<file path="config.mk">
export PLATFORM = sky130hd
export DESIGN_NAME = parabolic_peak_finder_core_flat
export DESIGN_NICKNAME = d
export VERILOG_FILES = /design/src/hdl/ppf_pkg.sv /design/src/hdl/ppf_sample_if.sv /design/src/hdl/ppf_result_if.sv /design/src/hdl/ppf_front.sv /design/src/hdl/ppf_fifo.sv /design/src/hdl/ppf_div.sv /design/src/hdl/ppf_back.sv /design/src/hdl/parabolic_peak_finder_core.sv /design/src/flat_wrapper.sv
export SDC_FILE = /design/constraint.sdc
export NUM_CORES = 2
export LEC_CHECK = 0
export BUFFER_PORTS_ARGS = -buffer_cell sky130_fd_sc_hd__buf_2
export CAP_MARGIN = 20
export CORE_MARGIN = 1.5
export CORE_UTILIZATION = 64
export DETAILED_ROUTE_END_ITERATION = 10
export HOLD_SLACK_MARGIN = 0.1
export PLACE_DENSITY = 0.82
export SETUP_SLACK_MARGIN = 0.05
export SLEW_MARGIN = 10
export SYNTH_ARGS = -nofsm -noshare
export SYNTH_HDL_FRONTEND = slang
export SYNTH_SLANG_ARGS = --single-unit
</file>
<file path="constraint.sdc">
create_clock -name i_clk -period 10.7 [get_ports i_clk]
set_input_delay 1.605 -clock i_clk [delete_from_list [all_inputs] [get_ports i_clk]]
set_output_delay 1.605 -clock i_clk [all_outputs]
set_load 0.05 [all_outputs]
</file>
<file path="src/hdl/ppf_pkg.sv">
package ppf_pkg;

    // Field widths
    localparam int SW     = 16;            // sample width
    localparam int FB     = 8;             // fraction bits of the results
    localparam int IDXW   = 11;            // widest index the window registers can name
    localparam int WSW    = 10;            // window_start width
    localparam int WEW    = 11;            // window_end width
    localparam int AMPW   = 26;            // amplitude width
    localparam int POSW   = 18;            // position width

    // Derived arithmetic widths
    localparam int SQW    = 2 * SW;        // |r-l| squared
    localparam int B2W    = SW + 2;        // 2p-l-r when both neighbors are lower
    localparam int NUMW   = SQW + FB;      // divider dividend width
    localparam int DENW   = B2W + 3;       // divider divisor width (8*B2)

    // Job queue between front and back
    localparam int QDEPTH = 2;

    // Default sample limit per waveform
    localparam int MAX_SAMPLES_DEF = 1024;

    // Configuration register indexes
    localparam logic REG_WSTART = 1'b0;
    localparam logic REG_WEND   = 1'b1;

    // Reset values of the configuration registers
    localparam logic [WSW-1:0] WSTART_RST = '0;
    localparam logic [WEW-1:0] WEND_RST   = WEW'(1024);

    // One finished waveform, handed from front to back
    typedef struct packed {
        logic                 ok;
        logic signed [SW-1:0] p;
        logic signed [SW-1:0] l;
        logic signed [SW-1:0] r;
        logic [IDXW-1:0]      idx;
    } t_job;

endpackage

</file>
<file path="src/hdl/ppf_sample_if.sv">
interface ppf_sample_if;
    logic                          valid;
    logic                          ready;
    logic signed [ppf_pkg::SW-1:0] sample;
    logic                          last_sample;

    modport source(output valid, sample, last_sample, input ready);
    modport sink(input valid, sample, last_sample, output ready);
endinterface

</file>
<file path="src/hdl/ppf_result_if.sv">
interface ppf_result_if;
    logic                            valid;
    logic                            ready;
    logic                            valid_res;
    logic                            hit;
    logic signed [ppf_pkg::AMPW-1:0] amplitude;
    logic [ppf_pkg::POSW-1:0]        position;

    modport source(output valid, valid_res, hit, amplitude, position, input ready);
    modport sink(input valid, valid_res, hit, amplitude, position, output ready);
endinterface

</file>
<file path="src/hdl/ppf_front.sv">
module ppf_front #(
    parameter int MAX_SAMPLES = ppf_pkg::MAX_SAMPLES_DEF
) (
    input  logic                      i_clk,
    input  logic                      i_rst_n,
    ppf_sample_if.sink                i_smp,
    input  logic [ppf_pkg::WSW-1:0]   i_wstart,
    input  logic [ppf_pkg::WEW-1:0]   i_wend,
    input  logic                      i_full,
    output logic                      o_push,
    output ppf_pkg::t_job             o_job
);

    localparam int IW = $clog2(MAX_SAMPLES + 1);
    localparam int CW = (IW > ppf_pkg::IDXW) ? IW : ppf_pkg::IDXW;

    logic [IW-1:0]                  r_idx, n_idx;
    logic signed [ppf_pkg::SW-1:0]  r_best, n_best;
    logic signed [ppf_pkg::SW-1:0]  r_left, n_left;
    logic signed [ppf_pkg::SW-1:0]  r_right, n_right;
    logic signed [ppf_pkg::SW-1:0]  r_prev, n_prev;
    logic [ppf_pkg::IDXW-1:0]       r_bidx, n_bidx;
    logic                           r_rpend, n_rpend;
    logic                           r_found, n_found;

    logic                           acc;
    logic                           active;
    logic                           inwin;
    logic [CW-1:0]                  idx_ext;

    // Stall only when the job queue cannot take a finished waveform
    assign i_smp.ready = !i_full;
    assign acc         = i_smp.valid && i_smp.ready;

    always_comb begin
        n_idx   = r_idx;
        n_best  = r_best;
        n_left  = r_left;
        n_right = r_right;
        n_prev  = r_prev;
        n_bidx  = r_bidx;
        n_rpend = r_rpend;
        n_found = r_found;

        idx_ext = CW'(r_idx);
        active  = r_idx < IW'(MAX_SAMPLES);
        inwin   = (idx_ext >= CW'(i_wstart)) && (idx_ext < CW'(i_wend));

        // Track first maximum in window and its neighbors
        if (acc && active) begin
            if (r_rpend) begin
                n_right = i_smp.sample;
                n_rpend = 1'b0;
            end
            if (inwin && (!r_found || i_smp.sample > r_best)) begin
                n_best  = i_smp.sample;
                n_bidx  = idx_ext[ppf_pkg::IDXW-1:0];
                n_left  = r_prev;
                n_rpend = 1'b1;
                n_found = 1'b1;
            end
            n_prev = i_smp.sample;
            n_idx  = r_idx + IW'(1);
        end

        // Hand the waveform summary to the back end
        o_push    = acc && i_smp.last_sample;
        o_job.ok  = n_found && (n_bidx != '0) && !n_rpend;
        o_job.p   = n_best;
        o_job.l   = n_left;
        o_job.r   = n_right;
        o_job.idx = n_bidx;

        // Start a new waveform after the last sample
        if (o_push) begin
            n_idx   = '0;
            n_best  = '0;
            n_left  = '0;
            n_right = '0;
            n_prev  = '0;
            n_bidx  = '0;
            n_rpend = 1'b0;
            n_found = 1'b0;
        end
    end

    always_ff @(posedge i_clk) begin
        if (!i_rst_n) begin
            r_idx   <= '0;
            r_best  <= '0;
            r_left  <= '0;
            r_right <= '0;
            r_prev  <= '0;
            r_bidx  <= '0;
            r_rpend <= 1'b0;
            r_found <= 1'b0;
        end else begin
            r_idx   <= n_idx;
            r_best  <= n_best;
            r_left  <= n_left;
            r_right <= n_right;
            r_prev  <= n_prev;
            r_bidx  <= n_bidx;
            r_rpend <= n_rpend;
            r_found <= n_found;
        end
    end

endmodule

</file>
<file path="src/hdl/ppf_fifo.sv">
module ppf_fifo (
    input  logic           i_clk,
    input  logic           i_rst_n,
    input  logic           i_push,
    input  ppf_pkg::t_job  i_job,
    output logic           o_full,
    input  logic           i_pop,
    output ppf_pkg::t_job  o_job,
    output logic           o_empty
);

    localparam int PW = (ppf_pkg::QDEPTH > 1) ? $clog2(ppf_pkg::QDEPTH) : 1;
    localparam int CNTW = $clog2(ppf_pkg::QDEPTH + 1);

    ppf_pkg::t_job     r_mem [ppf_pkg::QDEPTH];
    logic [PW-1:0]     r_wp, r_rp;
    logic [CNTW-1:0]   r_cnt;
    logic              do_push, do_pop;

    assign o_full  = r_cnt == CNTW'(ppf_pkg::QDEPTH);
    assign o_empty = r_cnt == '0;
    assign do_push = i_push && !o_full;
    assign do_pop  = i_pop && !o_empty;
    assign o_job   = r_mem[r_rp];

    // Store entries
    always_ff @(posedge i_clk) begin
        if (do_push) begin
            r_mem[r_wp] <= i_job;
        end
    end

    // Advance pointers and fill count
    always_ff @(posedge i_clk) begin
        if (!i_rst_n) begin
            r_wp  <= '0;
            r_rp  <= '0;
            r_cnt <= '0;
        end else begin
            if (do_push) begin
                r_wp <= (r_wp == PW'(ppf_pkg::QDEPTH - 1)) ? '0 : r_wp + PW'(1);
            end
            if (do_pop) begin
                r_rp <= (r_rp == PW'(ppf_pkg::QDEPTH - 1)) ? '0 : r_rp + PW'(1);
            end
            r_cnt <= r_cnt + CNTW'(do_push) - CNTW'(do_pop);
        end
    end

endmodule

</file>
<file path="src/hdl/ppf_div.sv">
module ppf_div #(
    parameter int NW = ppf_pkg::NUMW,
    parameter int DW = ppf_pkg::DENW
) (
    input  logic          i_clk,
    input  logic          i_rst_n,
    input  logic          i_start,
    input  logic [NW-1:0] i_num,
    input  logic [DW-1:0] i_den,
    output logic          o_done,
    output logic [NW-1:0] o_quo
);

    localparam int CNTW = $clog2(NW + 1);

    logic [NW-1:0]   r_num;
    logic [NW-1:0]   r_quo;
    logic [DW-1:0]   r_rem;
    logic [DW-1:0]   r_den;
    logic [CNTW-1:0] r_cnt;
    logic            r_busy;
    logic            r_done;

    logic [DW:0]     rem2;
    logic            ge;
    logic            rnd;

    // One quotient bit per cycle, restoring
    assign rem2 = {r_rem, r_num[NW-1]};
    assign ge   = rem2 >= {1'b0, r_den};

    // Round half away from zero on the final remainder
    assign rnd    = {r_rem, 1'b0} >= {1'b0, r_den};
    assign o_quo  = r_quo + NW'(rnd);
    assign o_done = r_done;

    always_ff @(posedge i_clk) begin
        if (!i_rst_n) begin
            r_busy <= 1'b0;
            r_done <= 1'b0;
            r_cnt  <= '0;
        end else begin
            r_done <= 1'b0;
            if (i_start) begin
                r_busy <= 1'b1;
                r_cnt  <= CNTW'(NW);
            end else if (r_busy) begin
                r_cnt <= r_cnt - CNTW'(1);
                if (r_cnt == CNTW'(1)) begin
                    r_busy <= 1'b0;
                    r_done <= 1'b1;
                end
            end
        end
    end

    always_ff @(posedge i_clk) begin
        if (i_start) begin
            r_num <= i_num;
            r_den <= i_den;
            r_rem <= '0;
            r_quo <= '0;
        end else if (r_busy) begin
            r_num <= {r_num[NW-2:0], 1'b0};
            r_quo <= {r_quo[NW-2:0], ge};
            r_rem <= ge ? DW'(rem2 - {1'b0, r_den}) : rem2[DW-1:0];
        end
    end

endmodule

</file>
<file path="src/hdl/ppf_back.sv">
module ppf_back (
    input  logic           i_clk,
    input  logic           i_rst_n,
    input  logic           i_empty,
    input  ppf_pkg::t_job  i_job,
    output logic           o_pop,
    ppf_result_if.source   o_res
);

    localparam int AEW = ppf_pkg::NUMW + 2;
    localparam int PEW = ppf_pkg::NUMW + 1;

    localparam logic [2:0] S_IDLE = 3'd0;
    localparam logic [2:0] S_PREP = 3'd1;
    localparam logic [2:0] S_AMP  = 3'd2;
    localparam logic [2:0] S_POS  = 3'd3;
    localparam logic [2:0] S_FIN  = 3'd4;

    localparam logic signed [AEW-1:0] AMP_MAX =
        $signed({{(AEW - ppf_pkg::AMPW + 1){1'b0}}, {(ppf_pkg::AMPW - 1){1'b1}}});
    localparam logic signed [AEW-1:0] AMP_MIN = ~AMP_MAX;
    localparam logic [PEW-1:0] POS_MAX =
        {{(PEW - ppf_pkg::POSW){1'b0}}, {ppf_pkg::POSW{1'b1}}};

    logic [2:0]                      r_st, n_st;
    ppf_pkg::t_job                   r_job;
    logic [ppf_pkg::SW-1:0]          r_x;
    logic [ppf_pkg::B2W-1:0]         r_b2;
    logic                            r_neg;
    logic [ppf_pkg::NUMW-1:0]        r_ac;
    logic [ppf_pkg::NUMW-1:0]        r_pc;

    logic                            r_ov;
    logic                            r_vr;
    logic                            r_hit;
    logic signed [ppf_pkg::AMPW-1:0] r_amp;
    logic [ppf_pkg::POSW-1:0]        r_pos;

    logic signed [ppf_pkg::SW:0]     diff;
    logic [ppf_pkg::SW-1:0]          x;
    logic signed [ppf_pkg::SW+2:0]   b2s;
    logic [ppf_pkg::B2W-1:0]         b2;
    logic                            interp;
    logic [ppf_pkg::SQW-1:0]         sq;

    logic                            div_start;
    logic [ppf_pkg::NUMW-1:0]        div_num;
    logic [ppf_pkg::DENW-1:0]        div_den;
    logic                            div_done;
    logic [ppf_pkg::NUMW-1:0]        div_quo;

    logic signed [AEW-1:0]           amp_sum;
    logic signed [AEW-1:0]           amp_sat;
    logic [PEW-1:0]                  base;
    logic [PEW-1:0]                  pos_sum;
    logic [PEW-1:0]                  pos_sat;
    logic                            load_out;

    ppf_div #(
        .NW (ppf_pkg::NUMW),
        .DW (ppf_pkg::DENW)
    ) u_div (
        .i_clk   (i_clk),
        .i_rst_n (i_rst_n),
        .i_start (div_start),
        .i_num   (div_num),
        .i_den   (div_den),
        .o_done  (div_done),
        .o_quo   (div_quo)
    );

    // Set up the correction terms
    always_comb begin
        diff   = (ppf_pkg::SW + 1)'(r_job.r) - (ppf_pkg::SW + 1)'(r_job.l);
        x      = diff[ppf_pkg::SW] ? ppf_pkg::SW'(-diff) : diff[ppf_pkg::SW-1:0];
        b2s    = ((ppf_pkg::SW + 3)'(r_job.p) <<< 1) - (ppf_pkg::SW + 3)'(r_job.l)
                 - (ppf_pkg::SW + 3)'(r_job.r);
        b2     = b2s[ppf_pkg::B2W-1:0];
        interp = r_job.ok && (r_job.l < r_job.p) && (r_job.r < r_job.p);
        sq     = ppf_pkg::SQW'(x) * ppf_pkg::SQW'(x);
    end

    // Sequence the two divisions and the result load
    always_comb begin
        n_st      = r_st;
        o_pop     = 1'b0;
        div_start = 1'b0;
        div_num   = ppf_pkg::NUMW'(sq) << ppf_pkg::FB;
        div_den   = ppf_pkg::DENW'(b2) << 3;
        load_out  = 1'b0;
        unique case (r_st)
            S_IDLE: begin
                if (!i_empty) begin
                    o_pop = 1'b1;
                    n_st  = S_PREP;
                end
            end
            S_PREP: begin
                div_start = interp;
                n_st      = interp ? S_AMP : S_FIN;
            end
            S_AMP: begin
                div_num = ppf_pkg::NUMW'(r_x) << ppf_pkg::FB;
                div_den = ppf_pkg::DENW'(r_b2) << 1;
                if (div_done) begin
                    div_start = 1'b1;
                    n_st      = S_POS;
                end
            end
            S_POS: begin
                if (div_done) begin
                    n_st = S_FIN;
                end
            end
            S_FIN: begin
                if (!r_ov || o_res.ready) begin
                    load_out = 1'b1;
                    n_st     = S_IDLE;
                end
            end
            default: begin
                n_st = S_IDLE;
            end
        endcase
    end

    // Combine raw peak with corrections and saturate
    always_comb begin
        amp_sum = (AEW'(r_job.p) <<< ppf_pkg::FB) + AEW'($signed({1'b0, r_ac}));
        if (amp_sum > AMP_MAX) begin
            amp_sat = AMP_MAX;
        end else if (amp_sum < AMP_MIN) begin
            amp_sat = AMP_MIN;
        end else begin
            amp_sat = amp_sum;
        end
        base = PEW'(r_job.idx) << ppf_pkg::FB;
        if (r_neg) begin
            pos_sum = (PEW'(r_pc) > base) ? '0 : base - PEW'(r_pc);
        end else begin
            pos_sum = base + PEW'(r_pc);
        end
        pos_sat = (pos_sum > POS_MAX) ? POS_MAX : pos_sum;
    end

    always_ff @(posedge i_clk) begin
        if (!i_rst_n) begin
            r_st <= S_IDLE;
            r_ov <= 1'b0;
        end else begin
            r_st <= n_st;
            if (load_out) begin
                r_ov <= 1'b1;
            end else if (o_res.ready) begin
                r_ov <= 1'b0;
            end
        end
    end

    // Hold job data and intermediate terms
    always_ff @(posedge i_clk) begin
        if (o_pop) begin
            r_job <= i_job;
        end
        if (r_st == S_PREP) begin
            r_x   <= x;
            r_b2  <= b2;
            r_neg <= interp && diff[ppf_pkg::SW];
            r_ac  <= '0;
            r_pc  <= '0;
        end
        if (r_st == S_AMP && div_done) begin
            r_ac <= div_quo;
        end
        if (r_st == S_POS && div_done) begin
            r_pc <= div_quo;
        end
        if (load_out) begin
            r_vr  <= r_job.ok;
            r_hit <= r_job.ok && (amp_sat > AEW'(0));
            r_amp <= r_job.ok ? amp_sat[ppf_pkg::AMPW-1:0] : '0;
            r_pos <= r_job.ok ? pos_sat[ppf_pkg::POSW-1:0] : '0;
        end
    end

    assign o_res.valid     = r_ov;
    assign o_res.valid_res = r_vr;
    assign o_res.hit       = r_hit;
    assign o_res.amplitude = r_amp;
    assign o_res.position  = r_pos;

endmodule

</file>
<file path="src/hdl/parabolic_peak_finder_core.sv">
// Samples are taken one per cycle while the job queue has room.
// When the peak is interpolated, the result waits on two divisions, run one after the other
// on the shared bit-serial divider; otherwise no division is run.
// The back end takes one waveform at a time; a two-entry queue lets the next ones stream in.
// Reset (synchronous, active low) clears the front-end waveform state, empties the queue and
// clears the output valid; the window registers return to start 0 and end 1024.
module parabolic_peak_finder_core #(
    parameter int MAX_SAMPLES = ppf_pkg::MAX_SAMPLES_DEF
) (
    input  logic                     i_clk,
    input  logic                     i_rst_n,
    ppf_sample_if.sink               i_smp,
    ppf_result_if.source             o_res,
    input  logic                     i_cfg_we,
    input  logic                     i_cfg_idx,
    input  logic [ppf_pkg::WEW-1:0]  i_cfg_wdata
);

    logic [ppf_pkg::WSW-1:0] r_wstart;
    logic [ppf_pkg::WEW-1:0] r_wend;

    logic                    push;
    logic                    pop;
    logic                    full;
    logic                    empty;
    ppf_pkg::t_job           job_in;
    ppf_pkg::t_job           job_out;

    // Write window registers
    always_ff @(posedge i_clk) begin
        if (!i_rst_n) begin
            r_wstart <= ppf_pkg::WSTART_RST;
            r_wend   <= ppf_pkg::WEND_RST;
        end else if (i_cfg_we) begin
            unique case (i_cfg_idx)
                ppf_pkg::REG_WSTART: r_wstart <= i_cfg_wdata[ppf_pkg::WSW-1:0];
                ppf_pkg::REG_WEND:   r_wend   <= i_cfg_wdata;
                default: begin
                end
            endcase
        end
    end

    ppf_front #(
        .MAX_SAMPLES (MAX_SAMPLES)
    ) u_front (
        .i_clk    (i_clk),
        .i_rst_n  (i_rst_n),
        .i_smp    (i_smp),
        .i_wstart (r_wstart),
        .i_wend   (r_wend),
        .i_full   (full),
        .o_push   (push),
        .o_job    (job_in)
    );

    ppf_fifo u_fifo (
        .i_clk   (i_clk),
        .i_rst_n (i_rst_n),
        .i_push  (push),
        .i_job   (job_in),
        .o_full  (full),
        .i_pop   (pop),
        .o_job   (job_out),
        .o_empty (empty)
    );

    ppf_back u_back (
        .i_clk   (i_clk),
        .i_rst_n (i_rst_n),
        .i_empty (empty),
        .i_job   (job_out),
        .o_pop   (pop),
        .o_res   (o_res)
    );

endmodule
</file>
<file path="src/flat_wrapper.sv">
// flat-port wrapper written by rule: the top's interface ports become plain ports
module parabolic_peak_finder_core_flat 
#(
    parameter int MAX_SAMPLES = ppf_pkg::MAX_SAMPLES_DEF
)
  (i_clk, i_rst_n, i_cfg_we, i_cfg_idx, i_cfg_wdata, i_smp_valid, i_smp_sample, i_smp_last_sample, i_smp_ready, o_res_valid, o_res_valid_res, o_res_hit, o_res_amplitude, o_res_position, o_res_ready);
  ppf_sample_if i_smp_i ();
  ppf_result_if o_res_i ();
  input  logic i_clk;
  input  logic i_rst_n;
  input  logic i_cfg_we;
  input  logic i_cfg_idx;
  input  logic [ppf_pkg::WEW-1:0] i_cfg_wdata;
  input wire logic [$bits(i_smp_i.valid)-1:0] i_smp_valid;
  input wire logic [$bits(i_smp_i.sample)-1:0] i_smp_sample;
  input wire logic [$bits(i_smp_i.last_sample)-1:0] i_smp_last_sample;
  output wire logic [$bits(i_smp_i.ready)-1:0] i_smp_ready;
  output wire logic [$bits(o_res_i.valid)-1:0] o_res_valid;
  output wire logic [$bits(o_res_i.valid_res)-1:0] o_res_valid_res;
  output wire logic [$bits(o_res_i.hit)-1:0] o_res_hit;
  output wire logic [$bits(o_res_i.amplitude)-1:0] o_res_amplitude;
  output wire logic [$bits(o_res_i.position)-1:0] o_res_position;
  input wire logic [$bits(o_res_i.ready)-1:0] o_res_ready;
  assign i_smp_i.valid = i_smp_valid;
  assign i_smp_i.sample = i_smp_sample;
  assign i_smp_i.last_sample = i_smp_last_sample;
  assign i_smp_ready = i_smp_i.ready;
  assign o_res_valid = o_res_i.valid;
  assign o_res_valid_res = o_res_i.valid_res;
  assign o_res_hit = o_res_i.hit;
  assign o_res_amplitude = o_res_i.amplitude;
  assign o_res_position = o_res_i.position;
  assign o_res_i.ready = o_res_ready;
  parabolic_peak_finder_core #(.MAX_SAMPLES(MAX_SAMPLES)) u_core (.i_clk(i_clk), .i_rst_n(i_rst_n), .i_smp(i_smp_i), .o_res(o_res_i), .i_cfg_we(i_cfg_we), .i_cfg_idx(i_cfg_idx), .i_cfg_wdata(i_cfg_wdata));
endmodule
</file>
==> results.json <==
{
  "status": "completed",
  "tns_ns": 0,
  "required_ns": 11.14,
  "post_cts_resized": 0,
  "path_common_cell": "fa_1",
  "synth_ff_type": "edfxtp_1",
  "hold_slack_ns": 0.4543,
  "fin_cells": 4655,
  "fill_cells": 4345,
  "grt_usage": 0.2918,
  "grt_pass1_vias": 26911,
  "grt_max_degree": 90,
  "final_common_cell": "inv_1",
  "htree_levels": 2,
  "period_minus_slack_ns": 10.10,
  "fin_crit_sh": 0.9436,
  "cts_buffer_depth": 3,
  "cp-startpoint": "u_core.u_back.r_job[27]",
  "syn_avg_cell_area_um2": 10.09,
  "fin_skew_ns": 0.05919,
  "antenna_found_initial": 0,
  "reg2reg_depth": 34,
  "area_growth_pct": 8.330,
  "clk_pin_slew_worst_paths_ns": 0.07,
  "synth_seq_cells": 579,
  "cp-start-kind": "flip-flop",
  "grt_pass1_wl_mm": 141.0,
  "routed_wl_mm": 88.38,
  "rows": 89,
  "core_area_um2": 59020,
  "boundaryPins": 82,
  "cts_sinks": 579,
  "synthCells": 3781,
  "post_cts_buffers": 0,
  "synth_area_um2": 38170,
  "ys_warn_count": 0,
  "overflow": 0,
  "synth_nets": 4294,
  "dp_hpwl_mm": 64.52,
  "ys_seq_area_frac": 0.4068,
  "drc_errors": 0,
  "crit_fanout": 11,
  "die_w_um": 247.2,
  "diodes": 0,
  "vias": 27776,
  "drv_slew": 0,
  "cts-root-buf": "clkbuf_16",
  "ff_latch_area_um2": 15530,
  "clk_latency_ns": 0.65,
  "cts_tree": "done",
  "numCtsBuffers": 57,
  "drt-initial-drc-count": 2189,
  "worstSetupPathType": "reg2reg",
  "final_nets": 4346,
  "synthArstFlopShare": 0,
  "dieHeight_um": 247.2,
  "cap_viol_max_count": 0,
  "viasPerCell": 5.967,
  "final_cell_mix": "419 x inv_1, 393 x edfxtp_1, 387 x nor2_1",
  "start_util": 0.6467,
  "final_area_um2": 41350,
  "cts-hold-fix-buffers": 0,
  "synth-edff-count": 393,
  "hp-class": "reg2reg",
  "dpl-instance-area_um2": 39360,
  "max_stage_delay_ns": 0.57,
  "worst_pin_slew_ns": 1.075,
  "cp_slowest_cell": "fa_1",
  "io_buffers": 81,
  "r2r_start": "u_core.u_back.r_job[27]",
  "worstPathArrival_ns": 10.54,
  "slew_headroom": 0.2824,
  "ant_nets": 0,
  "final_layout_size_suffix_gt1_frac": 0.09608,
  "hold_depth": 2,
  "avgRoutedWirePerCell_um": 18.99,
  "cp-end-kind": "flip-flop",
  "firstDrtPassIters": 6,
  "multi_input_area_um2": 20560,
  "rsz0062_at_grt": "no",
  "die_area_um2": 61110,
  "fmax_mhz": 99.05,
  "hp-start": "u_core.r_wend[3]",
  "yosysUniqueCellTypes": 94,
  "placedCellCount": 4544,
  "finalHoldViolations": 0,
  "finalSetupViolCount": 0,
  "gp_congestion": 0.9530
}
-- cell type report --
cell class                      count  share of cell area
Multi-Input combinational cell   2642              0.4972
Sequential cell                   579              0.3756
Inverter                          431             0.03922
Clock buffer                       75             0.03810
Tap cell                          773             0.02339
Timing Repair Buffer              122             0.01749
Clock inverter                     33            0.008957
-- per-layer routing --
metal	global-route usage	vias up	routed length [um]
met5	0	-	0
met4	0.09073	0	2655
met1	0.4151	13494	38650
met2	0.4683	961	40870
li1	-	13146	-
met3	0.03549	175	6199
-- cells in the mapped netlist (9+ instances only) --
cell type  instances  area [um2]
nand2b_1          31       193.9
nor4_1            25       156.4
a21oi_1          181       905.9
nand3_1           60       300.3
o21a_1            38       285.3
nand2_1          332        1246
edfxtp_1         393       11800
or3_1             16       100.1
and3_1            36       225.2
o21bai_1          24       180.2
o21ai_0          125       625.6
o22ai_1           10       62.56
o211ai_1          13       97.59
fa_1             183        3664
a31oi_1           26       162.7
xor2_1            79       691.9
or2_2             10       62.56
ha_1             296        3704
o21ai_1            9       45.04
inv_1            422        1584
xnor2_1           95       832.1
mux2i_1           67       670.6
clkbuf_1         114       427.9
a21o_1            93       698.2
and2_1            25       156.4
a211oi_1          19       142.6
o31ai_1           14       105.1
nor2_1           389        1460
dfxtp_1          186        3724
nor3_1            59       295.3
nor2b_1           81       506.7
mux2_2           114        1284
nand4_1           34       212.7
-- per-stage QoR --
step	worst slack (ns)	utilization
3_3_place_gp	0.8365	0.6670
2_1_floorplan	1.478	-
5_1_grt	0.06045	0.7006
4_1_cts	0.5326	0.6999
3_5_place_dp	0.6015	0.6670
6_report	0.6040	0.7006
-- flip-flops by register name (all words and copies together) (netlist names), 2 cells and up --
name	count
u_core.u_back.r_ac	40
u_core.u_front.r_prev	16
u_core.u_back.base	11
u_core.u_front.r_right	16
u_core.u_back.r_job	49
u_core.u_back.u_div.r_rem	21
u_core.u_front.r_bidx	11
u_core.u_fifo.r_cnt	2
u_core.u_front.r_left	16
u_core.u_back.o_res.position	18
u_core.u_back.r_b2	18
u_core.u_fifo.r_mem	120
u_core.u_back.u_div.r_num	32
u_core.r_wstart	10
u_core.u_back.u_div.r_cnt	6
u_core.r_wend	11
u_core.u_back.u_div.r_den	20
u_core.u_back.r_st	3
u_core.u_back.u_div.r_quo	40
u_core.u_back.o_res.amplitude	26
u_core.u_back.r_pc	40
u_core.u_front.r_best	16
u_core.u_front.idx_ext	11
u_core.u_back.r_x	16
-- logic make-up (layout without fill, tap and decap cells) --
logic type | after synthesis | count (layout) | synth area share
buffers and inverters | 560 | 661 | 0.05612
and+or+nand+nor | 1148 | 1148 | 0.1398
muxes | 181 | 181 | 0.05120
xor gates and xnor gates | 175 | 175 | 0.04052
DFF | 579 | 579 | 0.4068
adders and majority gates | 480 | 480 | 0.1933
AOI/OAI and AO/OA | 658 | 658 | 0.1123
-- worst max-delay path, delay by kind of cell, from the launching register on --
family,cells,cell delay [ns]
DFF,1,0.41
AOI/OAI and AO/OA,9,2.33
buffers and inverters,4,0.39
and+or+nand+nor,11,2.32
adders and majority gates,9,4.14
xor gates and xnor gates,1,0.31
-- path summary, 6_finish.rpt --
| kind | to | slack, ns |
|---|---|---|
| worst max-delay path | u_core.u_back.u_div.r_num[39] | 0.60 |
| worst min-delay path | u_core.r_wend[3] | 0.45 |
| worst max register to register | u_core.u_back.u_div.r_num[39] | 0.60 |
| worst min register to register | u_core.r_wend[3] | 0.45 |
Power is left out: the tool's default activity adds up to more than one toggle a clock period on the data nets, which glitch-free logic cannot reach.
